**src/rtl/core/hc3_pkg.sv**
```systemverilog
// shared types, constants and mod-26 helpers for the 3x3 hill cipher
package hc3_pkg;

   localparam int LETTER_W  = 5;
   localparam int ENTRIES   = 9;
   localparam int KEY_W     = LETTER_W * ENTRIES;
   localparam int ALPHA     = 26;
   localparam int PROD_W    = 2 * LETTER_W;
   localparam int WIDE_W    = 12;
   localparam int CSR_IDX_W = 1;

   localparam logic [KEY_W-1:0]     KEY_RESET = 45'd1099512676353;
   localparam logic [CSR_IDX_W-1:0] CSR_KEY   = 1'd0;
   localparam logic [CSR_IDX_W-1:0] CSR_MODE  = 1'd1;

   // 650 = 25 * 26, keeps a cofactor non-negative without moving its residue
   localparam logic [WIDE_W-1:0] COF_BIAS = 12'd650;
   // ceil(2^16 / 26), exact quotient for any 12-bit dividend
   localparam logic [WIDE_W-1:0] RECIP_26 = 12'd2521;

   typedef logic [LETTER_W-1:0] letter_type;
   typedef logic [WIDE_W-1:0]   wide_type;
   typedef logic [PROD_W-1:0]   prod_type;
   typedef letter_type [ENTRIES-1:0] key_type;

   typedef struct packed {
      letter_type [2:0] letters;
      key_type          key;
      logic             bad;
   } block_type;

   typedef enum logic [2:0] {
      DRV_IDLE,
      DRV_COF,
      DRV_MOD,
      DRV_DSUM,
      DRV_DINV,
      DRV_APRD,
      DRV_AMOD
   } drv_state_type;

   // one compare and subtract, input below 32
   function automatic letter_type red26_f(input letter_type x);
      return (x >= LETTER_W'(ALPHA)) ? x - LETTER_W'(ALPHA) : x;
   endfunction

   // residue mod 26 by reciprocal multiply
   function automatic letter_type mod26_f(input wide_type x);
      logic [2*WIDE_W-1:0] prod;
      logic [7:0]          quot;
      wide_type            rem;
      prod = {{WIDE_W{1'b0}}, x} * {{WIDE_W{1'b0}}, RECIP_26};
      quot = prod[2*WIDE_W-1:16];
      rem  = x - WIDE_W'(quot) * WIDE_W'(ALPHA);
      return rem[LETTER_W-1:0];
   endfunction

   // multiplicative inverse mod 26, zero where none exists
   function automatic letter_type inv26_f(input letter_type d);
      letter_type r;
      case (d)
         5'd1:    r = 5'd1;
         5'd3:    r = 5'd9;
         5'd5:    r = 5'd21;
         5'd7:    r = 5'd15;
         5'd9:    r = 5'd3;
         5'd11:   r = 5'd19;
         5'd15:   r = 5'd7;
         5'd17:   r = 5'd23;
         5'd19:   r = 5'd11;
         5'd21:   r = 5'd5;
         5'd23:   r = 5'd17;
         5'd25:   r = 5'd25;
         default: r = '0;
      endcase
      return r;
   endfunction

   function automatic logic det_bad_f(input letter_type d);
      return (d[0] == 1'b0) || (d == LETTER_W'(13));
   endfunction

endpackage

```
**src/rtl/core/hc3_emit.sv**
```systemverilog
// matrix-vector product mod 26 and the three-beat result buffer
module hc3_emit
   import hc3_pkg::*;
(
   input  logic       clock,
   input  logic       reset,
   input  block_type  blk,
   input  logic       blk_valid,
   output logic       blk_take,
   output logic       rsp_valid,
   input  logic       rsp_stall,
   output letter_type rsp_letter_out,
   output logic       rsp_key_invalid,
   output logic       rsp_last
);

   wide_type   sum_ff [3];
   wide_type   sum_in [3];
   logic       sum_bad_ff;
   logic       sum_valid_ff, sum_valid_in;
   letter_type res_ff [3];
   logic       out_bad_ff;
   logic       out_valid_ff, out_valid_in;
   logic [1:0] idx_ff, idx_in;
   logic       rsp_accept;
   logic       out_free;
   logic       sum_move;

   assign rsp_accept = out_valid_ff && !rsp_stall;
   assign out_free   = !out_valid_ff || (rsp_accept && idx_ff == 2'd2);
   assign sum_move   = sum_valid_ff && out_free;
   assign blk_take   = blk_valid && (!sum_valid_ff || sum_move);

   // row dot products, one lane per result letter
   always_comb begin
      prod_type p0, p1, p2;
      for (int i = 0; i < 3; i++) begin
         p0 = PROD_W'(blk.key[i*3])   * PROD_W'(blk.letters[0]);
         p1 = PROD_W'(blk.key[i*3+1]) * PROD_W'(blk.letters[1]);
         p2 = PROD_W'(blk.key[i*3+2]) * PROD_W'(blk.letters[2]);
         sum_in[i] = WIDE_W'(p0) + WIDE_W'(p1) + WIDE_W'(p2);
      end
   end

   always_comb begin
      sum_valid_in = sum_valid_ff;
      if (blk_take)      sum_valid_in = 1'b1;
      else if (sum_move) sum_valid_in = 1'b0;
      out_valid_in = out_valid_ff;
      idx_in       = idx_ff;
      if (sum_move) begin
         out_valid_in = 1'b1;
         idx_in       = '0;
      end else if (rsp_accept) begin
         if (idx_ff == 2'd2) out_valid_in = 1'b0;
         else                idx_in       = idx_ff + 2'd1;
      end
   end

   always_ff @(posedge clock) begin
      if (reset) begin
         sum_valid_ff <= 1'b0;
         out_valid_ff <= 1'b0;
         idx_ff       <= '0;
      end else begin
         sum_valid_ff <= sum_valid_in;
         out_valid_ff <= out_valid_in;
         idx_ff       <= idx_in;
      end
   end

   always_ff @(posedge clock) begin
      if (blk_take) begin
         sum_ff     <= sum_in;
         sum_bad_ff <= blk.bad;
      end
      if (sum_move) begin
         for (int i = 0; i < 3; i++) begin
            res_ff[i] <= mod26_f(sum_ff[i]);
         end
         out_bad_ff <= sum_bad_ff;
      end
   end

   assign rsp_valid       = out_valid_ff;
   assign rsp_letter_out  = (idx_ff == 2'd0) ? res_ff[0] :
                            (idx_ff == 2'd1) ? res_ff[1] : res_ff[2];
   assign rsp_key_invalid = out_bad_ff;
   assign rsp_last        = (idx_ff == 2'd2);

endmodule

```
**config.mk**
```make
export PLATFORM = sky130hd
export DESIGN_NAME = hc3_emit
export DESIGN_NICKNAME = d
export VERILOG_FILES = /design/src/rtl/core/hc3_pkg.sv /design/src/rtl/core/hc3_emit.sv
export SDC_FILE = /design/constraint.sdc
export NUM_CORES = 1
export LEC_CHECK = 0
export BUFFER_PORTS_ARGS = -buffer_cell sky130_fd_sc_hd__buf_4
export CAP_MARGIN = 10
export CELL_PAD_IN_SITES_DETAIL_PLACEMENT = 1
export CELL_PAD_IN_SITES_GLOBAL_PLACEMENT = 1
export CORE_MARGIN = 2
export CORE_UTILIZATION = 52
export CTS_CLUSTER_DIAMETER = 120
export DETAILED_ROUTE_END_ITERATION = 8
export GPL_TIMING_DRIVEN = 0
export PLACE_DENSITY = 0.85
export SLEW_MARGIN = 5
export SYNTH_ARGS = -nofsm -noshare
export SYNTH_HDL_FRONTEND = slang
export SYNTH_SLANG_ARGS = --single-unit
```
**constraint.sdc**
```tcl
create_clock -name clock -period 8.5 [get_ports clock]
set_clock_uncertainty 0.15 [all_clocks]
set_input_delay 1.275 -clock clock [delete_from_list [all_inputs] [get_ports clock]]
set_output_delay 1.275 -clock clock [all_outputs]
set_load 0.01 [all_outputs]
```
==> flow_metrics.env <==
export IMPL_hold_violations=0
export IMPL_area_delta_synth_final_pct=8.76
export IMPL_h_tree_depth=3
export IMPL_period_share_pct=87.7
export IMPL_yosys_cell_types_count=40
export IMPL_crit_path_start_kind="primary input"
export IMPL_ys_warn_count=0
export IMPL_ys_top_cells_by_area="fa_1 (36%), ha_1 (25%), inv_1 (11%), edfxtp_1 (9.9%), and2_1 (5.1%)"
export IMPL_path_max_fanout=10
export IMPL_r2r_start="sum_ff[27]"
export IMPL_ys_seq_elements=57
export IMPL_clkLatencyLatePin_ns=0.36
export IMPL_max_slew_worst_pin_slew_ns=0.823
export IMPL_fp_dieH_um=180
export IMPL_port_buffers=73
export IMPL_vias=11135
export IMPL_drtAntennaViolNets=0
export IMPL_die_area_um2=32400
export IMPL_final_max_slew_viol_count=0
export IMPL_fin_tns_setup_ns=0
export IMPL_criticalPathCategory="primary input to flip-flop"
export IMPL_drtIter0Drc=426
export IMPL_fin_nets=2379
export IMPL_yosysMostFrequentCell="inv_1"
export IMPL_hp_start="sum_bad_ff"
export IMPL_global_route_usage_met2_pct=52.9
export IMPL_async_reset_ff_share_pct=0
export IMPL_synth_area_leader_cell="fa_1"
export IMPL_r2r_slack_ns=1.75
export IMPL_yosysSeqAreaShare_pct=10.4
export IMPL_routed_wl_um=43100
export IMPL_syn_area_um2=16100
export IMPL_cts_root_buf="clkbuf_16"
export IMPL_startpoint="blk[57]"
export IMPL_grt_pass1_wl_um=71300
export IMPL_required_ns=8.50
export IMPL_slew_headroom_pct=45.2
export IMPL_hp_class="flip-flop to flip-flop"
export IMPL_synthFlopType="edfxtp_1"
export IMPL_fp_dieW_um=180
export IMPL_met3_usage_pct=3.54
export IMPL_synth_top_area_share_pct=36.5
export IMPL_grt_total_usage_pct=28.3
export IMPL_clock_path_buffers=2
export IMPL_first_pass_iters=4
export IMPL_grt_pass1_vias=13742
export IMPL_synth_common_cells="inv_1 (474), ha_1 (327), fa_1 (294)"
export IMPL_n_fill_cell=3453
export IMPL_post_cts_buffers=0
export IMPL_grt_overflow_total=0
export IMPL_syn_mean_instance_area_um2=10.0
export IMPL_drc=0
export IMPL_ios=74
export IMPL_routedWlPerCell_um=20.6
export IMPL_rows=64
export IMPL_synth_edf_count=53
export IMPL_gp_congestion=0.855
export IMPL_cp_end_kind="flip-flop"
export IMPL_final_layout_size_suffix_gt1_share_pct=5.83
export IMPL_drv_cap=0
export IMPL_met1_usage_pct=33.0
export IMPL_status="completed"
export IMPL_antenna_found_initial=2
export IMPL_hold_buffers=0
export IMPL_rsz0062_at_grt="false"
export IMPL_synth_net_count=2293
export IMPL_grt_max_degree=27
export IMPL_arrival_ns=7.45
export IMPL_path_clk_slew_ns=0.06
export IMPL_hpwl_um=36700
export IMPL_core_area_um2=30600
export IMPL_fin_crit_ns=7.45
export IMPL_cts_sinks=57
export IMPL_cts_tree="built"
export IMPL_via_per_inst=5.32
export IMPL_cts_resized=0
export IMPL_initial_core_util_pct=52.7
export IMPL_grt_busiest_layer="met2"
export IMPL_setup_viol=0
export IMPL_cts_buffers=9
export IMPL_fmax_ghz=0.134
export IMPL_netlist_instances=1607
routing by layer:
layer | vias up | wire, µm
met3 | 100 | 1480
met4 | 2 | 1510
li1 | 5028 | -
met1 | 5745 | 17100
met5 | - | 13
met2 | 260 | 23000
worst max-delay path, stage by stage:
cell and delay (ns):
buf_4 0.15, clkbuf_1 0.56, nand2_1 0.20, fa_1 0.59, inv_1 0.06, fa_1 0.50, inv_1 0.06, fa_1 0.54
inv_1 0.05, fa_1 0.51, fa_1 0.43, fa_1 0.50, ha_1 0.21, inv_1 0.09, fa_1 0.49, nor2b_1 0.13
o21ai_0 0.10, a21boi_0 0.31, o21a_1 0.18, o21ai_0 0.08, nand2b_1 0.09, a21oi_1 0.08, xnor2_1 0.26
state kept, by name (all words and copies together), names as in the netlist:
| name | flops |
|---|---|
| sum_ff | 36 |
| res_ff | 15 |
| idx_ff | 2 |
| rsp_key_invalid | 1 |
| rsp_valid | 1 |
| sum_bad_ff | 1 |
| sum_valid_ff | 1 |
placed cells by master (no fill, tap or decap), types with 2 or more instances in the layout:
master / count
dfxtp_1: 4
a21boi_0: 3
inv_1: 474
buf_4: 73
nand2b_1: 3
a21oi_1: 34
o21ai_0: 18
a21o_1: 12
inv_6: 3
nor3_1: 2
nor2_1: 14
xor2_1: 10
ha_1: 327
fa_1: 294
edfxtp_1: 53
xnor2_1: 57
nand4_1: 4
bufinv_16: 2
o21bai_1: 3
and3_1: 2
or2_2: 2
clkbuf_1: 16
and2_1: 132
clkbuf_16: 9
mux2i_1: 8
a211oi_1: 3
o211ai_1: 4
nor2b_1: 2
nand2_1: 109
o21a_1: 2
area by class of cell:
class | count | area (µm²) | share of cell area, %
repair buffers | 75 | 579 | 3.30
flip-flops and latches | 57 | 1670 | 9.53
well taps | 396 | 495 | 2.82
inverters | 474 | 1780 | 10.1
clock inverters | 7 | 100 | 0.571
multi-input cells | 1059 | 12600 | 72.0
diodes | 1 | 2.50 | 0.0143
plain buffers | 17 | 63.8 | 0.364
clock buffers | 9 | 225 | 1.28
worst paths after layout:
| path | endpoint | depth (start not counted) |
|---|---|---|
| max | sum_ff[35] | 23 |
| min | rsp_key_invalid | 0 |
| max reg2reg | res_ff[0][4] | 26 |
| min reg2reg | rsp_key_invalid | 0 |
kinds of logic after synthesis:
kind of cell / after synthesis / synth area share (%)
and+or+nand+nor: 271 / 8.58
muxes: 9 / 0.566
buffers and inverters: 491 / 11.4
AOI/OAI and AO/OA: 91 / 3.58
xor gates and xnor gates: 67 / 3.64
adders and majority gates: 621 / 61.9
DFF: 57 / 10.4
stage by stage:
| stage | utilization [%] | setup WS [ns] | std cells | hold slack (ns) | instance area (µm²) |
|---|---|---|---|---|---|
| floorplan | - | 1.85 | 1607 | 0.250 | 16100 |
| global placement | 56.1 | 0.745 | 2076 | 0.254 | 17200 |
| detailed placement | 56.3 | 0.916 | 2078 | 0.321 | 17200 |
| CTS | 57.3 | 1.11 | 2094 | 0.334 | 17500 |
| global route | 57.4 | 0.788 | 2095 | 0.346 | 17500 |
| finish | 57.4 | 1.05 | 2095 | 0.317 | 17500 |
Power is left out: the tool's default activity adds up to more than one toggle a clock period on the data nets, which glitch-free logic cannot reach.
