`src/rtl/core/hc3_pkg.sv`:
```
// shared types, constants and mod-26 helpers for the 3x3 hill cipher
package hc3_pkg;

   localparam int LETTER_W  = 5;
   localparam int ENTRIES   = 9;
   localparam int KEY_W     = LETTER_W * ENTRIES;
   localparam int ALPHA     = 26;
   localparam int PROD_W    = 2 * LETTER_W;
   localparam int WIDE_W    = 12;
   localparam int CSR_IDX_W = 1;

   localparam logic [KEY_W-1:0]     KEY_RESET = 45'd1099512676353;
   localparam logic [CSR_IDX_W-1:0] CSR_KEY   = 1'd0;
   localparam logic [CSR_IDX_W-1:0] CSR_MODE  = 1'd1;

   // 650 = 25 * 26, keeps a cofactor non-negative without moving its residue
   localparam logic [WIDE_W-1:0] COF_BIAS = 12'd650;
   // ceil(2^16 / 26), exact quotient for any 12-bit dividend
   localparam logic [WIDE_W-1:0] RECIP_26 = 12'd2521;

   typedef logic [LETTER_W-1:0] letter_type;
   typedef logic [WIDE_W-1:0]   wide_type;
   typedef logic [PROD_W-1:0]   prod_type;
   typedef letter_type [ENTRIES-1:0] key_type;

   typedef struct packed {
      letter_type [2:0] letters;
      key_type          key;
      logic             bad;
   } block_type;

   typedef enum logic [2:0] {
      DRV_IDLE,
      DRV_COF,
      DRV_MOD,
      DRV_DSUM,
      DRV_DINV,
      DRV_APRD,
      DRV_AMOD
   } drv_state_type;

   // one compare and subtract, input below 32
   function automatic letter_type red26_f(input letter_type x);
      return (x >= LETTER_W'(ALPHA)) ? x - LETTER_W'(ALPHA) : x;
   endfunction

   // residue mod 26 by reciprocal multiply
   function automatic letter_type mod26_f(input wide_type x);
      logic [2*WIDE_W-1:0] prod;
      logic [7:0]          quot;
      wide_type            rem;
      prod = {{WIDE_W{1'b0}}, x} * {{WIDE_W{1'b0}}, RECIP_26};
      quot = prod[2*WIDE_W-1:16];
      rem  = x - WIDE_W'(quot) * WIDE_W'(ALPHA);
      return rem[LETTER_W-1:0];
   endfunction

   // multiplicative inverse mod 26, zero where none exists
   function automatic letter_type inv26_f(input letter_type d);
      letter_type r;
      case (d)
         5'd1:    r = 5'd1;
         5'd3:    r = 5'd9;
         5'd5:    r = 5'd21;
         5'd7:    r = 5'd15;
         5'd9:    r = 5'd3;
         5'd11:   r = 5'd19;
         5'd15:   r = 5'd7;
         5'd17:   r = 5'd23;
         5'd19:   r = 5'd11;
         5'd21:   r = 5'd5;
         5'd23:   r = 5'd17;
         5'd25:   r = 5'd25;
         default: r = '0;
      endcase
      return r;
   endfunction

   function automatic logic det_bad_f(input letter_type d);
      return (d[0] == 1'b0) || (d == LETTER_W'(13));
   endfunction

endpackage

```
`src/rtl/core/hc3_inv_derive.sv`:
```
// sequencer that derives the inverse key and the invalid-key flag
module hc3_inv_derive
   import hc3_pkg::*;
(
   input  logic             clock,
   input  logic             reset,
   input  logic             start,
   input  logic [KEY_W-1:0] key,
   output key_type          inv_key,
   output logic             key_bad,
   output logic             busy
);

   drv_state_type state_ff, state_in;
   key_type       ent_ff, ent_in;
   wide_type      cof_ff [ENTRIES];
   wide_type      cof_in [ENTRIES];
   key_type       cofm_ff, cofm_in;
   wide_type      dsum_ff, dsum_in;
   letter_type    dinv_ff, dinv_in;
   logic          bad_stage_ff, bad_stage_in;
   prod_type      prd_ff [ENTRIES];
   prod_type      prd_in [ENTRIES];
   key_type       inv_ff, inv_in;
   logic          bad_ff;

   always_comb begin
      state_in = state_ff;
      case (state_ff)
         DRV_IDLE: if (start) state_in = DRV_COF;
         DRV_COF:  state_in = DRV_MOD;
         DRV_MOD:  state_in = DRV_DSUM;
         DRV_DSUM: state_in = DRV_DINV;
         DRV_DINV: state_in = DRV_APRD;
         DRV_APRD: state_in = DRV_AMOD;
         DRV_AMOD: state_in = DRV_IDLE;
         default:  state_in = DRV_IDLE;
      endcase
      // a fresh key write restarts the derivation from the new key
      if (start) state_in = DRV_COF;
   end

   // reduced entries and biased cofactors, cyclic index form
   always_comb begin
      int r1, r2, c1, c2;
      prod_type pa, pb;
      for (int k = 0; k < ENTRIES; k++) begin
         ent_in[k] = red26_f(key[k*LETTER_W +: LETTER_W]);
      end
      for (int r = 0; r < 3; r++) begin
         for (int c = 0; c < 3; c++) begin
            r1 = (r == 2) ? 0 : r + 1;
            r2 = (r == 0) ? 2 : r - 1;
            c1 = (c == 2) ? 0 : c + 1;
            c2 = (c == 0) ? 2 : c - 1;
            pa = PROD_W'(ent_in[r1*3+c1]) * PROD_W'(ent_in[r2*3+c2]);
            pb = PROD_W'(ent_in[r1*3+c2]) * PROD_W'(ent_in[r2*3+c1]);
            cof_in[r*3+c] = WIDE_W'(pa) + COF_BIAS - WIDE_W'(pb);
         end
      end
   end

   always_comb begin
      letter_type d;
      prod_type   p0, p1, p2;
      for (int k = 0; k < ENTRIES; k++) begin
         cofm_in[k] = mod26_f(cof_ff[k]);
      end
      p0 = PROD_W'(ent_ff[0]) * PROD_W'(cofm_ff[0]);
      p1 = PROD_W'(ent_ff[1]) * PROD_W'(cofm_ff[1]);
      p2 = PROD_W'(ent_ff[2]) * PROD_W'(cofm_ff[2]);
      dsum_in = WIDE_W'(p0) + WIDE_W'(p1) + WIDE_W'(p2);
      d = mod26_f(dsum_ff);
      dinv_in = inv26_f(d);
      bad_stage_in = det_bad_f(d);
      // inverse entry (i,j) takes the cofactor of (j,i)
      for (int i = 0; i < 3; i++) begin
         for (int j = 0; j < 3; j++) begin
            prd_in[i*3+j] = PROD_W'(cofm_ff[j*3+i]) * PROD_W'(dinv_ff);
         end
      end
      for (int k = 0; k < ENTRIES; k++) begin
         inv_in[k] = bad_stage_ff ? '0 : mod26_f(WIDE_W'(prd_ff[k]));
      end
   end

   always_ff @(posedge clock) begin
      if (reset) begin
         state_ff <= DRV_IDLE;
         inv_ff   <= key_type'(KEY_RESET);
         bad_ff   <= 1'b0;
      end else begin
         state_ff <= state_in;
         if (state_ff == DRV_AMOD) begin
            inv_ff <= inv_in;
            bad_ff <= bad_stage_ff;
         end
      end
   end

   always_ff @(posedge clock) begin
      case (state_ff)
         DRV_COF: begin
            ent_ff <= ent_in;
            cof_ff <= cof_in;
         end
         DRV_MOD:  cofm_ff <= cofm_in;
         DRV_DSUM: dsum_ff <= dsum_in;
         DRV_DINV: begin
            dinv_ff      <= dinv_in;
            bad_stage_ff <= bad_stage_in;
         end
         DRV_APRD: prd_ff <= prd_in;
         default: ;
      endcase
   end

   assign inv_key = inv_ff;
   assign key_bad = bad_ff;
   assign busy    = (state_ff != DRV_IDLE);

endmodule

```
`config.mk`:
```
export PLATFORM = sky130hd
export DESIGN_NAME = hc3_inv_derive
export DESIGN_NICKNAME = d
export VERILOG_FILES = /design/src/rtl/core/hc3_pkg.sv /design/src/rtl/core/hc3_inv_derive.sv
export SDC_FILE = /design/constraint.sdc
export NUM_CORES = 2
export LEC_CHECK = 0
export ABC_AREA = 0
export BUFFER_PORTS_ARGS = -buffer_cell sky130_fd_sc_hd__buf_2
export CAP_MARGIN = 20
export CORE_MARGIN = 2
export CORE_UTILIZATION = 36
export DETAILED_ROUTE_END_ITERATION = 10
export SLEW_MARGIN = 20
export SYNTH_ARGS = -nofsm -noshare
export SYNTH_HDL_FRONTEND = slang
export SYNTH_SLANG_ARGS = --single-unit
```
`constraint.sdc`:
```
create_clock -name clock -period 24.6 [get_ports clock]
set_clock_uncertainty 0.15 [all_clocks]
set_input_delay 4.92 -clock clock [delete_from_list [all_inputs] [get_ports clock]]
set_output_delay 4.92 -clock clock [all_outputs]
set_load 0.01 [all_outputs]
```
==> flow_summary.yaml <==
cts:
  cts_htree_levels: 2
  cts_inserted_buffers: 44
  cts_tree: "built"
  post_cts_buffers: 0
  cts_resized: 0
  clkLatencyLatePin_ns: 0.64
  clk_pin_slew_ns: 0.06
  root_buffer: "clkbuf_16"
  hold_buffers: 0
  cts.sinks: 325
  cts_max_path_buffers: 3
sta:
  worst_slew_pin_slew_ns: 1.14
  relSlewSlack: 0.239
  rsz0062_at_grt: "false"
  hold_violations: 0
  setup_violations: 0
  tns_ns: 0
  final.min_clock_period_ns: 11.21
  whs_ns: 0.328
  finalMaxSlewViolations: 0
  period_share: 0.456
  fmaxAchievable_mhz: 89.2
yosys:
  ys_types: 79
  synth_top_area_share: 0.304
  synth_cells: 7597
  yosysSeqAreaShare: 0.123
  synth.top_cells.by_count: "2129 x inv_1, 1728 x ha_1, 1142 x fa_1"
  synthesis.nets: 10500
  ys_ff_latch: 325
  yosysTopAreaCell: "fa_1"
  synth-edff-count: 276
  synth.avg_cell_area_um2: 9.89
  synth.most_common_cell: "inv_1"
  ys_async_sr_fraction: 0
  synthFlopType: "edfxtp_1"
  ys_top_cells_by_area: "fa_1 30%, ha_1 29%, edfxtp_1 11%"
  syn-cell-area_um2: 75100
  ys_warn_count: 0
placement:
  place_hpwl_mm: 138
  io_buffers: 94
  place_congestion: 0.933
cells_and_area:
  fin_nets: 10600
  final-seq-area_um2: 9270
  multi_input_area_um2: 57400
  drive_gt1_frac: 0.0331
  area_growth_pct: 7.36
  fillerInstances: 20500
global_route:
  grt_pass1_vias: 53900
  overflow: 0
  grt_pass1_wl_mm: 273
  antenna_found_initial: 19
  grt_max_degree: 76
  grt_use_total: 0.159
route:
  wirelength_mm: 162
  first_pass_iters: 5
  ant_nets: 0
  drt_iter0_drc: 2426
  vias_per_cell: 4.70
  wl_per_cell_um: 15.4
  vias: 49400
  drc: 0
critical_path:
  worstRegToRegCells: 24
  required_ns: 24.82
  cp_max_fo: 20
  cp.arrival_ns: 11.43
  cp-end-kind: "flip-flop"
  worst-setup-path-type: "in2reg"
  cp-start-kind: "primary input"
run_status:
  status: "finished clean"
min_path:
  hold_path_class: "reg2reg"
  whs_path_depth: 1
floorplan:
  core_um2: 207000
  io_pins: 95
  die_area_um2: 212000
  rows: 167
  start_util: 0.362
  die_width_um: 461
  die_h_um: 461
run:
  cap_violations: 0
-- registers in the layout (all words and copies together) (netlist names) --
signal and count:
bad_stage_ff 1, prd_ff 90, dsum_ff 12, inv_key 45
cof_ff 108, dinv_ff 5, cofm_ff 45, key_bad 1
ent_ff 15, state_ff 3
-- per-layer routing --
metal | global-route usage | wire length, um | vias to the layer above
met1 | 0.219 | 75800 | 24400
met3 | 0.0254 | 8840 | 198
li1 | - | - | 23900
met4 | 0.0318 | 3000 | 6
met5 | 0 | 34 | -
met2 | 0.264 | 74200 | 880
-- worst paths after layout --
check                end   startpoint  slack (ns)
max           cof_ff[11]       key[0]       13.39
min          inv_key[29]  inv_key[29]        0.33
max reg2reg  cofm_ff[29]   cof_ff[40]       17.31
min reg2reg  inv_key[29]  inv_key[29]        0.33
-- metrics by stage --
| stage | utilization | instances | setup slack (ns) | cell area [um^2] |
|---|---|---|---|---|
| final | 0.389 | 10500 | 13.39 | 80600 |
| after global routing | 0.389 | 10500 | 12.98 | 80600 |
| after CTS | 0.389 | 10500 | 13.47 | 80600 |
| after detailed placement | 0.381 | 10400 | 12.77 | 79100 |
| after global placement | 0.381 | 10400 | 12.92 | 79100 |
| after floorplan | - | 7597 | 14.07 | 75100 |
-- cell families (layout without fill, tap and decap cells) --
family / count (synthesis) / after routing / share of synthesized area
AND/OR/NAND/NOR: 1067 / 1067 / 0.0651
multiplexers: 11 / 11 / 0.00148
flip-flops: 325 / 325 / 0.123
adder cells (fa/ha/maj): 2870 / 2870 / 0.592
buffers and inverters: 2248 / 2366 / 0.112
other: 0 / 5 / 0
AO/OA/AOI/OAI: 681 / 681 / 0.0582
XOR/XNOR: 395 / 395 / 0.0471
-- cell usage in the layout, fill, tap and decap left out, types with 12 or more instances in the layout --
cell type and n:
o21a_1 13, a21oi_1 266, o21ai_0 81, and3_1 18
buf_2 94, nor3_1 46, nand2_1 298, nand3_1 16
a31oi_1 12, xnor2_1 324, buf_4 48, nand4_1 17
edfxtp_1 276, a21o_1 102, o21bai_1 71, o31ai_1 12
ha_1 1728, nand2b_1 12, inv_1 2129, nor2_1 402
fa_1 1142, dfxtp_1 49, and2_1 204, nor2b_1 13
xor2_1 65, clkbuf_16 46, o31a_1 14, clkinv_1 17
-- final cells by class --
cell class / instances / area share
diodes: 5 / 0.000155
clock buffers: 57 / 0.0154
clock inverters: 24 / 0.00405
inverters: 2143 / 0.0998
multi-input cells: 5024 / 0.712
flip-flops and latches: 325 / 0.115
well taps: 2788 / 0.0433
repair buffers: 142 / 0.0103
-- critical path, cell delays in order --
cell	delay (ns)
buf_2	0.16
inv_1	0.39
a21boi_0	0.29
o31a_1	0.71
clkinv_1	0.58
nand2_1	0.22
fa_1	0.47
fa_1	0.53
inv_1	0.06
fa_1	0.53
inv_1	0.05
fa_1	0.48
inv_1	0.05
fa_1	0.43
ha_1	0.32
a21oi_1	0.21
o21bai_1	0.10
a21oi_1	0.23
o21bai_1	0.08
a21oi_1	0.24
o21bai_1	0.09
a21oi_1	0.18
xnor2_1	0.09
Power is not shown: default switching activity piles up to over one toggle a cycle in this logic, so the estimate is an artifact.
