## src/rtl/core/hc3_pkg.sv

```systemverilog
// shared types, constants and mod-26 helpers for the 3x3 hill cipher
package hc3_pkg;

   localparam int LETTER_W  = 5;
   localparam int ENTRIES   = 9;
   localparam int KEY_W     = LETTER_W * ENTRIES;
   localparam int ALPHA     = 26;
   localparam int PROD_W    = 2 * LETTER_W;
   localparam int WIDE_W    = 12;
   localparam int CSR_IDX_W = 1;

   localparam logic [KEY_W-1:0]     KEY_RESET = 45'd1099512676353;
   localparam logic [CSR_IDX_W-1:0] CSR_KEY   = 1'd0;
   localparam logic [CSR_IDX_W-1:0] CSR_MODE  = 1'd1;

   // 650 = 25 * 26, keeps a cofactor non-negative without moving its residue
   localparam logic [WIDE_W-1:0] COF_BIAS = 12'd650;
   // ceil(2^16 / 26), exact quotient for any 12-bit dividend
   localparam logic [WIDE_W-1:0] RECIP_26 = 12'd2521;

   typedef logic [LETTER_W-1:0] letter_type;
   typedef logic [WIDE_W-1:0]   wide_type;
   typedef logic [PROD_W-1:0]   prod_type;
   typedef letter_type [ENTRIES-1:0] key_type;

   typedef struct packed {
      letter_type [2:0] letters;
      key_type          key;
      logic             bad;
   } block_type;

   typedef enum logic [2:0] {
      DRV_IDLE,
      DRV_COF,
      DRV_MOD,
      DRV_DSUM,
      DRV_DINV,
      DRV_APRD,
      DRV_AMOD
   } drv_state_type;

   // one compare and subtract, input below 32
   function automatic letter_type red26_f(input letter_type x);
      return (x >= LETTER_W'(ALPHA)) ? x - LETTER_W'(ALPHA) : x;
   endfunction

   // residue mod 26 by reciprocal multiply
   function automatic letter_type mod26_f(input wide_type x);
      logic [2*WIDE_W-1:0] prod;
      logic [7:0]          quot;
      wide_type            rem;
      prod = {{WIDE_W{1'b0}}, x} * {{WIDE_W{1'b0}}, RECIP_26};
      quot = prod[2*WIDE_W-1:16];
      rem  = x - WIDE_W'(quot) * WIDE_W'(ALPHA);
      return rem[LETTER_W-1:0];
   endfunction

   // multiplicative inverse mod 26, zero where none exists
   function automatic letter_type inv26_f(input letter_type d);
      letter_type r;
      case (d)
         5'd1:    r = 5'd1;
         5'd3:    r = 5'd9;
         5'd5:    r = 5'd21;
         5'd7:    r = 5'd15;
         5'd9:    r = 5'd3;
         5'd11:   r = 5'd19;
         5'd15:   r = 5'd7;
         5'd17:   r = 5'd23;
         5'd19:   r = 5'd11;
         5'd21:   r = 5'd5;
         5'd23:   r = 5'd17;
         5'd25:   r = 5'd25;
         default: r = '0;
      endcase
      return r;
   endfunction

   function automatic logic det_bad_f(input letter_type d);
      return (d[0] == 1'b0) || (d == LETTER_W'(13));
   endfunction

endpackage

```

## src/rtl/core/hc3_gather.sv

```systemverilog
// input side: collects three letters and captures the key in force
module hc3_gather
   import hc3_pkg::*;
(
   input  logic             clock,
   input  logic             reset,
   input  logic             req_valid,
   output logic             req_stall,
   input  letter_type       req_letter_in,
   input  logic [KEY_W-1:0] key,
   input  key_type          inv_key,
   input  logic             mode,
   input  logic             key_bad,
   input  logic             derive_busy,
   input  logic             blk_take,
   output block_type        blk,
   output logic             blk_valid
);

   logic [1:0] fill_ff, fill_in;
   letter_type held_ff [2];
   block_type  blk_ff, blk_in;
   logic       blk_valid_ff, blk_valid_in;
   letter_type letter;
   logic       third;
   logic       accept;
   key_type    enc_key;

   assign letter    = red26_f(req_letter_in);
   assign third     = (fill_ff == 2'd2);
   assign req_stall = derive_busy || (third && blk_valid_ff && !blk_take);
   assign accept    = req_valid && !req_stall;

   always_comb begin
      for (int k = 0; k < ENTRIES; k++) begin
         enc_key[k] = red26_f(key[k*LETTER_W +: LETTER_W]);
      end
      fill_in = fill_ff;
      if (accept) fill_in = third ? 2'd0 : fill_ff + 2'd1;
      blk_in.letters[0] = held_ff[0];
      blk_in.letters[1] = held_ff[1];
      blk_in.letters[2] = letter;
      blk_in.key        = mode ? inv_key : enc_key;
      blk_in.bad        = key_bad;
      blk_valid_in = blk_valid_ff;
      if (accept && third) blk_valid_in = 1'b1;
      else if (blk_take)   blk_valid_in = 1'b0;
   end

   always_ff @(posedge clock) begin
      if (reset) begin
         fill_ff      <= '0;
         blk_valid_ff <= 1'b0;
         held_ff[0]   <= '0;
         held_ff[1]   <= '0;
      end else begin
         fill_ff      <= fill_in;
         blk_valid_ff <= blk_valid_in;
         if (accept && !third) held_ff[fill_ff[0]] <= letter;
      end
   end

   always_ff @(posedge clock) begin
      if (accept && third) blk_ff <= blk_in;
   end

   assign blk       = blk_ff;
   assign blk_valid = blk_valid_ff;

endmodule

```

## config.mk

```make
export PLATFORM = sky130hd
export DESIGN_NAME = hc3_gather
export DESIGN_NICKNAME = d
export VERILOG_FILES = /design/src/rtl/core/hc3_pkg.sv /design/src/rtl/core/hc3_gather.sv
export SDC_FILE = /design/constraint.sdc
export NUM_CORES = 1
export LEC_CHECK = 0
export ABC_CLOCK_PERIOD_IN_PS = 11120
export BUFFER_PORTS_ARGS = -buffer_cell sky130_fd_sc_hd__buf_2
export CAP_MARGIN = 20
export CORE_MARGIN = 10
export CORE_UTILIZATION = 40
export DETAILED_ROUTE_END_ITERATION = 12
export GPL_ROUTABILITY_DRIVEN = 0
export PLACE_DENSITY = 0.79
export SYNTH_ARGS = -nofsm -noshare
export SYNTH_HDL_FRONTEND = slang
export SYNTH_SLANG_ARGS = --single-unit
```

## constraint.sdc

```tcl
create_clock -name clock -period 11.12 [get_ports clock]
set_input_delay 2.224 -clock clock [delete_from_list [all_inputs] [get_ports clock]]
set_output_delay 2.224 -clock clock [all_outputs]
set_load 0.1 [all_outputs]
```

==> impl_metrics.csv, run 1 <==
group,metric,value,unit
cts,tritoncts,"done",
cts,cts_num_sinks,74,
cts,cts_made_buffers,9,
yosys,yosysTopAreaCell,"edfxtp_1",
flow_run,max-cap-violations,0,
detailed_routing,drt_iter0_drc,153,
placed_design,dp_slack,5.79,ns
critical_path,path_max_fanout,2,
detailed_routing,drt-pass1-iter-count,5,
placed_design,post-dp-hpwl,8250,um
timing,fin_crit,5.33,ns
floorplanning,dieArea,13700,um2
timing,finalHoldViolCount,0,
placed_design,placed_area,4710,um2
detailed_routing,viasPerCell,5.14,
critical_path,cp_data_arrival_time,3.11,ns
timing,rsz0062_at_grt,"false",
grt,grt_pass1_wl,15900,um
placed_design,io_buffers,164,
cts,clockBufferDepth,2,
cts,path_clk_slew,0.07,ns
yosys,synth.distinct_cells,39,
timing,worst_pin_slew,0.811,ns
detailed_routing,drtAntennaViolNets,0,
power,power.total,0.000667,W
floorplanning,start_util,41.0,%
grt,grt_remaining_overflow,0,
cts,clk_latency,0.34,ns
floorplanning,die_x,117,um
critical_path,crit_path_end_kind,"primary output",
detailed_routing,vias,3183,
finish,post-route-util,54.1,%
cts,cts_resized,0,
finish,fin_nets,615,
cts,holdBufCountCts,0,
hold_path,min_path_type,"reg2reg",
yosys,seq_area_frac_synth,58.1,%
critical_path,crit_type,"in2out",
timing,timing.final.ws_setup,5.79,ns
cts,cts_setup_buffers,0,
timing,finalSetupViolations,0,
finish,layout-drive-gt1-share,36.6,%
floorplanning,coreArea,9200,um2
timing,setup_tns,0,ns
timing,finalCritPeriodShare,47.9,%
yosys,netlist_area,3770,um2
yosys,syn_nets,448,
timing,worst_clock_skew,0.0143,ns
power,p_leak,2.18,nW
detailed_routing,avgRoutedWirePerCell,17.0,um
yosys,avgSynthCellArea,11.2,um2
critical_path,critPathLaunchType,"input port",
detailed_routing,drc_errors,0,
yosys,ys_top_cells_by_area,"edfxtp_1, o21ai_0, nand2_1",
grt,grt_start_max_net_pins,72,
cts,cts_root_buffer,"clkbuf_8",
yosys,ys_ff_latch,74,
yosys,netlist_instances,336,
timing,max_freq,0.188,GHz
timing,slew_viol_final,0,
grt,grt_util_all_layers,14.8,%
floorplanning,placementRows,35,
timing,slew_headroom,45.8,%
finish,antenna_cells,0,
yosys,synth_top_cell_area_share,56.5,%
detailed_routing,totalWireLength,10500,um
floorplanning,die_y,117,um
power,ir_drop,0.0693,mV
grt,grt_pass1_vias,3364,
cts,htree_levels,3,
finish,fill_cells,830,
critical_path,cp.required,8.90,ns
finish,area_growth,31.7,%
finish,fin_area,4970,um2
yosys,synth_warnings,0,
floorplanning,io_pins,165,
grt,antenna_found_initial,0,
outcome,status,"complete, no violations",
power,power.density,134,nW/um2
==> metal layers <==
layer	up-vias	wire length, um	track usage (%)
li1	1588	-	-
met1	1451	4280	15.8
met2	121	5240	26.8
met3	23	690	3.31
met4	0	309	7.74
met5	-	0	0
==> layout by cell type, fill, tap and decap left out, types with 4 or more instances in the layout <==
cell	count
o21ai_0	54
bufinv_16	4
inv_1	33
o22ai_1	5
or3b_1	6
o31a_1	4
edfxtp_1	71
nand2_1	38
a21oi_1	5
nand3_1	5
mux2_1	9
a2111o_1	5
o21a_1	15
and3b_1	5
buf_2	164
ha_1	10
clkbuf_8	9
o21ai_1	7
nor2_1	13
==> registers in the layout, indices dropped and copies added, names as in the netlist <==
register and cells:
blk 61, blk_valid 1, fill_ff 2, held_ff 10
==> critical path: stages <==
cell	delay [ns]
buf_2	0.10
nor3b_1	0.22
a21o_1	0.14
buf_2	0.41
==> stage by stage <==
stage | std cells | hold slack, ns
floorplan | 336 | 0.400
global route | 619 | 0.426
global placement | 603 | 0.403
detailed placement | 603 | 0.405
CTS | 619 | 0.420
finish | 619 | 0.415
==> logic make-up (layout without fill, tap and decap cells) <==
family | Yosys count | count (layout) | synth area share (%)
buffers and inverters | 45 | 217 | 4.64
adders and majority gates | 10 | 10 | 3.32
and+or+nand+nor | 79 | 79 | 10.6
muxes | 9 | 9 | 2.69
DFF | 74 | 74 | 58.1
AOI/OAI and AO/OA | 119 | 119 | 20.6
==> synthesized netlist by cell type, drive strengths merged <==
library cell / number
a2111o: 5
a211o: 1
a211oi: 1
a21o: 2
a21oi: 5
a221oi: 3
a2bb2oi: 3
a31oi: 1
and2: 1
and3b: 5
buf: 5
clkbuf: 5
dfxtp: 3
edfxtp: 71
ha: 10
inv: 35
mux2: 9
nand2: 38
nand2b: 3
nand3: 5
nand3b: 3
nor2: 13
nor2b: 2
nor3b: 1
nor4b: 1
o211a: 3
o211ai: 2
o21a: 15
o21ai: 61
o22a: 2
o22ai: 5
o311ai: 3
o31a: 4
o31ai: 2
o41ai: 1
or2: 1
or3b: 6
==> final timing paths <==
| check | start | end | slack, ns | cells after the start |
|---|---|---|---|---|
| max | blk_take | req_stall | 5.79 | 4 |
| min | held_ff[1][0] | blk[51] | 0.42 | 0 |
| min reg2reg | held_ff[1][0] | blk[51] | 0.42 | 0 |
| max reg2reg | fill_ff[0] | blk[2] | 8.91 | 3 |
==> where the power goes <==
group	internal (W)	switching [W]
Clock	0.000172	0.0000998
Sequential	0.000311	0.00000143
Combinational	0.0000340	0.0000487
Total	0.000517	0.000150
==> area by class of cell <==
| class | count | area (um2) | share of cell area (%) |
|---|---|---|---|
| sequential | 74 | 2190 | 44.1 |
| timing repair buffer | 166 | 836 | 16.8 |
| clock inverter | 5 | 128 | 2.57 |
| tap | 111 | 139 | 2.79 |
| multi-input combinational | 217 | 1410 | 28.4 |
| clock buffer | 11 | 131 | 2.64 |
| inverter | 35 | 131 | 2.64 |
Power figures use the tool's default switching activity.
==> run 2, diff against run 1 <==
- ABC_CLOCK_PERIOD_IN_PS: 11120 -> 4800
- PLACE_DENSITY: 0.79 -> 0.82
- clock period: 11.12 -> 4.8 ns (I/O delays scaled with it)
==> run 2 against run 1 <==
  * Via count increased by 1.4%
  * Critical path type unchanged
  * Wire length increased by 0.10%
  * Cell count unchanged
  * Highest routed layer unchanged
  * Largest power group unchanged
==> impl_metrics.csv, run 2 (synthesis gave the netlist of run 1 again) <==
group,metric,value,unit
power,ir_drop,0.179,mV
timing,finalHoldViolCount,0,
critical_path,critPathLaunchType,"input port",
critical_path,crit_path_end_kind,"primary output",
floorplanning,die_y,117,um
finish,largest_reg_flops,61,
finish,antenna_cells,0,
floorplanning,die_x,117,um
timing,worst_pin_slew,0.910,ns
detailed_routing,viasPerCell,5.22,
grt,grt_util_all_layers,14.6,%
cts,holdBufCountCts,0,
timing,worst_clock_skew,0.0132,ns
timing,holdWs,0.413,ns
floorplanning,io_pins,165,
hold_path,min_path_type,"reg2reg",
critical_path,cp_data_arrival_time,1.89,ns
detailed_routing,totalWireLength,10500,um
detailed_routing,drc_errors,0,
placed_design,io_buffers,164,
timing,max_freq,0.351,GHz
finish,fin_nets,615,
timing,slew_headroom,39.2,%
cts,clockBufferDepth,2,
timing,setup_tns,0,ns
cts,cts_root_buffer,"clkbuf_8",
power,p_leak,2.16,nW
cts,cts_num_sinks,74,
finish,multiInputGateArea,1410,um2
grt,grt_pass1_wl,15900,um
detailed_routing,avgRoutedWirePerCell,17.0,um
floorplanning,start_util,41.0,%
finish,layout-drive-gt1-share,37.0,%
hold_path,hp-start,"held_ff[1][4]",
grt,grt_start_max_net_pins,40,
cts,tritoncts,"done",
placed_design,post-dp-hpwl,8350,um
finish,final_cell_mix,"buf_2, edfxtp_1, o21ai_0",
outcome,status,"complete, no violations",
finish,fill_cells,830,
finish,final_common_cell,"buf_2",
timing,rsz0062_at_grt,"false",
grt,antenna_found_initial,0,
placed_design,dpl.cell_count,603,
flow_run,max-cap-violations,0,
cts,cts_setup_buffers,0,
grt,grt_remaining_overflow,0,
grt,grt_pass1_vias,3333,
timing,slew_viol_final,0,
cts,cts_resized,0,
cts,cts_made_buffers,9,
cts,htree_levels,3,
power,power.density,289,nW/um2
timing,fin_crit,2.85,ns
floorplanning,dieArea,13700,um2
detailed_routing,drt_iter0_drc,261,
critical_path,crit_type,"in2out",
finish,ff_latch_area,2190,um2
cts,path_clk_slew,0.09,ns
critical_path,path_max_fanout,2,
finish,final_cells,619,
floorplanning,placementRows,35,
timing,finalCritPeriodShare,59.3,%
detailed_routing,drtAntennaViolNets,0,
cts,clk_latency,0.35,ns
power,power.total,0.00143,W
finish,area_growth,30.7,%
detailed_routing,vias,3229,
critical_path,worstReg2RegStart,"fill_ff[0]",
detailed_routing,drt-pass1-iter-count,4,
critical_path,cp.required,3.84,ns
floorplanning,coreArea,9200,um2
timing,finalSetupViolations,0,
critical_path,critPathLaunch,"blk_take",
-- run 2: changes by cell type in the layout (fill, tap and decap cells not counted), sizes merged --
cell,before,now
bufinv,4,1
inv,35,40
clkbuf,11,9
-- run 2: area by class of cell --
type | instances | area share (%)
Sequential cell | 74 | 44.4
Multi-Input combinational cell | 217 | 28.7
Timing Repair Buffer | 166 | 17.2
Tap cell | 111 | 2.82
Inverter | 35 | 2.66
Clock buffer | 9 | 2.51
Clock inverter | 7 | 1.70
-- run 2: per-stage QoR --
step / setup WS (ns) / utilization [%] / cell area, um2
after floorplan: 0.295 / - / 3770
after CTS: 1.94 / 53.6 / 4930
after global routing: 1.87 / 53.6 / 4930
after detailed placement: 1.88 / 51.4 / 4720
after global placement: 1.96 / 51.4 / 4720
final: 1.95 / 53.6 / 4930
-- run 2: report_power, final --
part | total (W) | internal [W] | switching (W)
combinational | 0.000191 | 0.0000787 | 0.000112
sequential | 0.000723 | 0.000720 | 0.00000365
clock | 0.000511 | 0.000251 | 0.000260
total | 0.00143 | 0.00105 | 0.000376
-- run 2: layer usage --
layer  track usage [%]  part of all wire [%]
met1              15.6                    39
met2              26.9                    51
met3              4.13                   8.6
met4              5.27                   1.3
met5                 0                     0
-- run 2: path summary, 6_finish.rpt --
check	end	depth (start not counted)	slack, ns
max	req_stall	4	1.95
min reg2reg	blk[55]	0	0.41
min	blk[55]	0	0.41
max reg2reg	blk[2]	3	2.79
-- run 2: critical path, cell delays in order --
cell and delay, ns:
buf_2 0.10, nor3b_1 0.25, a21o_1 0.16, buf_2 0.41
==> run 3, diff against run 2 <==
- ABC_CLOCK_PERIOD_IN_PS: 4800 -> 2800
- PLACE_DENSITY: 0.82 -> 0.79
- clock period: 4.8 -> 2.8 ns (I/O delays scaled with it)
==> run 3 against run 2 <==
  * Wire length rose by 1.7%
  * Sequential cell count stayed put
  * Hold slack worse by 0.022 ns
  * Global-route usage is 0.50 points higher
  * Register-to-register slack lost 1.4 ns
  * First-iteration DRC count shrank 23%
  * Sequential power increased by 72%
  * Critical path depth decreased by 1
  * Setup slack got worse by 1.3 ns
  * Final area is essentially flat
  * Critical endpoint unchanged
  * Largest power group unchanged
==> impl_metrics.csv, run 3 (synthesis gave the netlist of run 1 again) <==
group,metric,value,unit
placed_design,io_buffers,164,
floorplanning,dieArea,13700,um2
grt,grt_pass1_wl,16200,um
finish,final_cell_mix,"buf_2, edfxtp_1, o21ai_0",
timing,timing.final.ws_setup,0.668,ns
grt,grt_pass1_vias,3344,
grt,grt_util_met3,3.67,%
timing,setup_tns,0,ns
detailed_routing,vias,3289,
cts,cts_setup_buffers,0,
critical_path,cp.required,2.24,ns
floorplanning,coreArea,9200,um2
detailed_routing,drtAntennaViolNets,0,
finish,largest_reg_flops,61,
grt,grt_busiest_layer,"met2",
cts,cts_resized,0,
critical_path,critical-path-top-delay-family,"buffers and inverters",
hold_path,min_path_type,"in2reg",
finish,fin_nets,617,
floorplanning,die_x,117,um
detailed_routing,drt-pass1-iter-count,4,
grt,grt_start_max_net_pins,62,
grt,antenna_found_initial,0,
grt,grt.met1_usage,15.8,%
power,p_leak,2.16,nW
grt,grtUsageMet2,27.6,%
timing,fin_crit,2.13,ns
timing,worst_pin_slew,0.554,ns
floorplanning,io_pins,165,
placed_design,dp_slack,0.735,ns
critical_path,crit_slowest_cell,"buf_2",
finish,final_common_cell,"buf_2",
detailed_routing,avgRoutedWirePerCell,17.2,um
detailed_routing,viasPerCell,5.30,
floorplanning,start_util,41.0,%
critical_path,cp_data_arrival_time,1.57,ns
timing,max_freq,0.469,GHz
cts,cts_root_buffer,"clkbuf_8",
detailed_routing,totalWireLength,10700,um
power,combPwrFrac,14.2,%
power,ir_drop,0.205,mV
detailed_routing,drc_errors,0,
cts,path_clk_slew,0.08,ns
power,pwr-share-seq,52.6,%
power,clkPwrFrac,33.2,%
critical_path,path_max_fanout,7,
outcome,status,"complete, no violations",
timing,slew_viol_final,0,
cts,cts_made_buffers,9,
timing,worst_clock_skew,0.00741,ns
power,power.density,478,nW/um2
cts,clk_latency,0.34,ns
finish,antenna_cells,0,
placed_design,post-dp-hpwl,8460,um
finish,area_growth,30.6,%
floorplanning,die_y,117,um
timing,finalHoldViolCount,0,
timing,finalCritPeriodShare,76.1,%
cts,htree_levels,3,
timing,slew_headroom,63.1,%
cts,cts_num_sinks,74,
critical_path,crit_chain,"nor3b_1 > a21o_1 > buf_2",
critical_path,critPathBufInv,1,
critical_path,crit_path_end_kind,"primary output",
critical_path,cpPeakStageDelay,0.41,ns
cts,holdBufCountCts,0,
timing,finalSetupViolations,0,
cts,tritoncts,"done",
flow_run,max-cap-violations,0,
power,swShare,26.0,%
grt,grt_remaining_overflow,0,
timing,rsz0062_at_grt,"false",
cts,clockBufferDepth,2,
floorplanning,placementRows,35,
critical_path,critPathLaunchType,"register",
detailed_routing,drt_iter0_drc,202,
power,p_int,0.00174,W
critical_path,crit_type,"reg2out",
grt,grt_util_all_layers,15.1,%
power,p_sw,0.000612,W
finish,layout-drive-gt1-share,37.3,%
## run 3: stage by stage
step / utilization, % / cell area (um2) / power, W / hold WS (ns) / instances
global placement: 51.5 / 4740 / 0.00158 / 0.401 / 605
CTS: 53.6 / 4930 / 0.00238 / 0.370 / 621
global route: 53.6 / 4930 / 0.00248 / 0.370 / 621
floorplan: - / 3780 / 0.00146 / 0.400 / 336
finish: 53.6 / 4930 / 0.00236 / 0.392 / 621
detailed placement: 51.5 / 4740 / 0.00160 / 0.406 / 605
## run 3: path summary, 6_finish.rpt
path | endpoint | startpoint | slack (ns) | cells past startpoint
max reg2reg | blk[30] | fill_ff[0] | 1.36 | 3
max | req_stall | fill_ff[0] | 0.67 | 3
min | blk[0] | key_bad | 0.39 | 1
min reg2reg | blk[51] | held_ff[1][0] | 0.42 | 0
## run 3: cell type report
type / instances / area (um2)
multi-input combinational: 217 / 1410
timing repair buffer: 168 / 863
sequential: 74 / 2190
clock inverter: 5 / 37.5
clock buffer: 11 / 151
inverter: 35 / 131
fill: 826 / 4270
tap: 111 / 139
## run 3: layer usage
layer  part of all wire (%)  vias to the layer above
li1                       -                     1602
met1                     38                     1541
met2                     52                      123
met3                    6.9                       23
met4                    2.8                        0
met5                      0                        -
## run 3: worst register-to-register path, delay by kind of cell, from the launching register on
kind / cells / cell delay, ns
buffers and inverters: 1 / 0.31
and+or+nand+nor: 2 / 0.40
DFF: 1 / 0.38
## run 3: power groups by stage
stage	sequential, W	clock [W]	combinational (W)
3_5_place_dp	0.00127	0	0.000333
2_1_floorplan	0.00130	0	0.000160
6_report	0.00124	0.000782	0.000334
5_1_grt	0.00124	0.000863	0.000371
3_3_place_gp	0.00126	0	0.000314
4_1_cts	0.00124	0.000808	0.000334
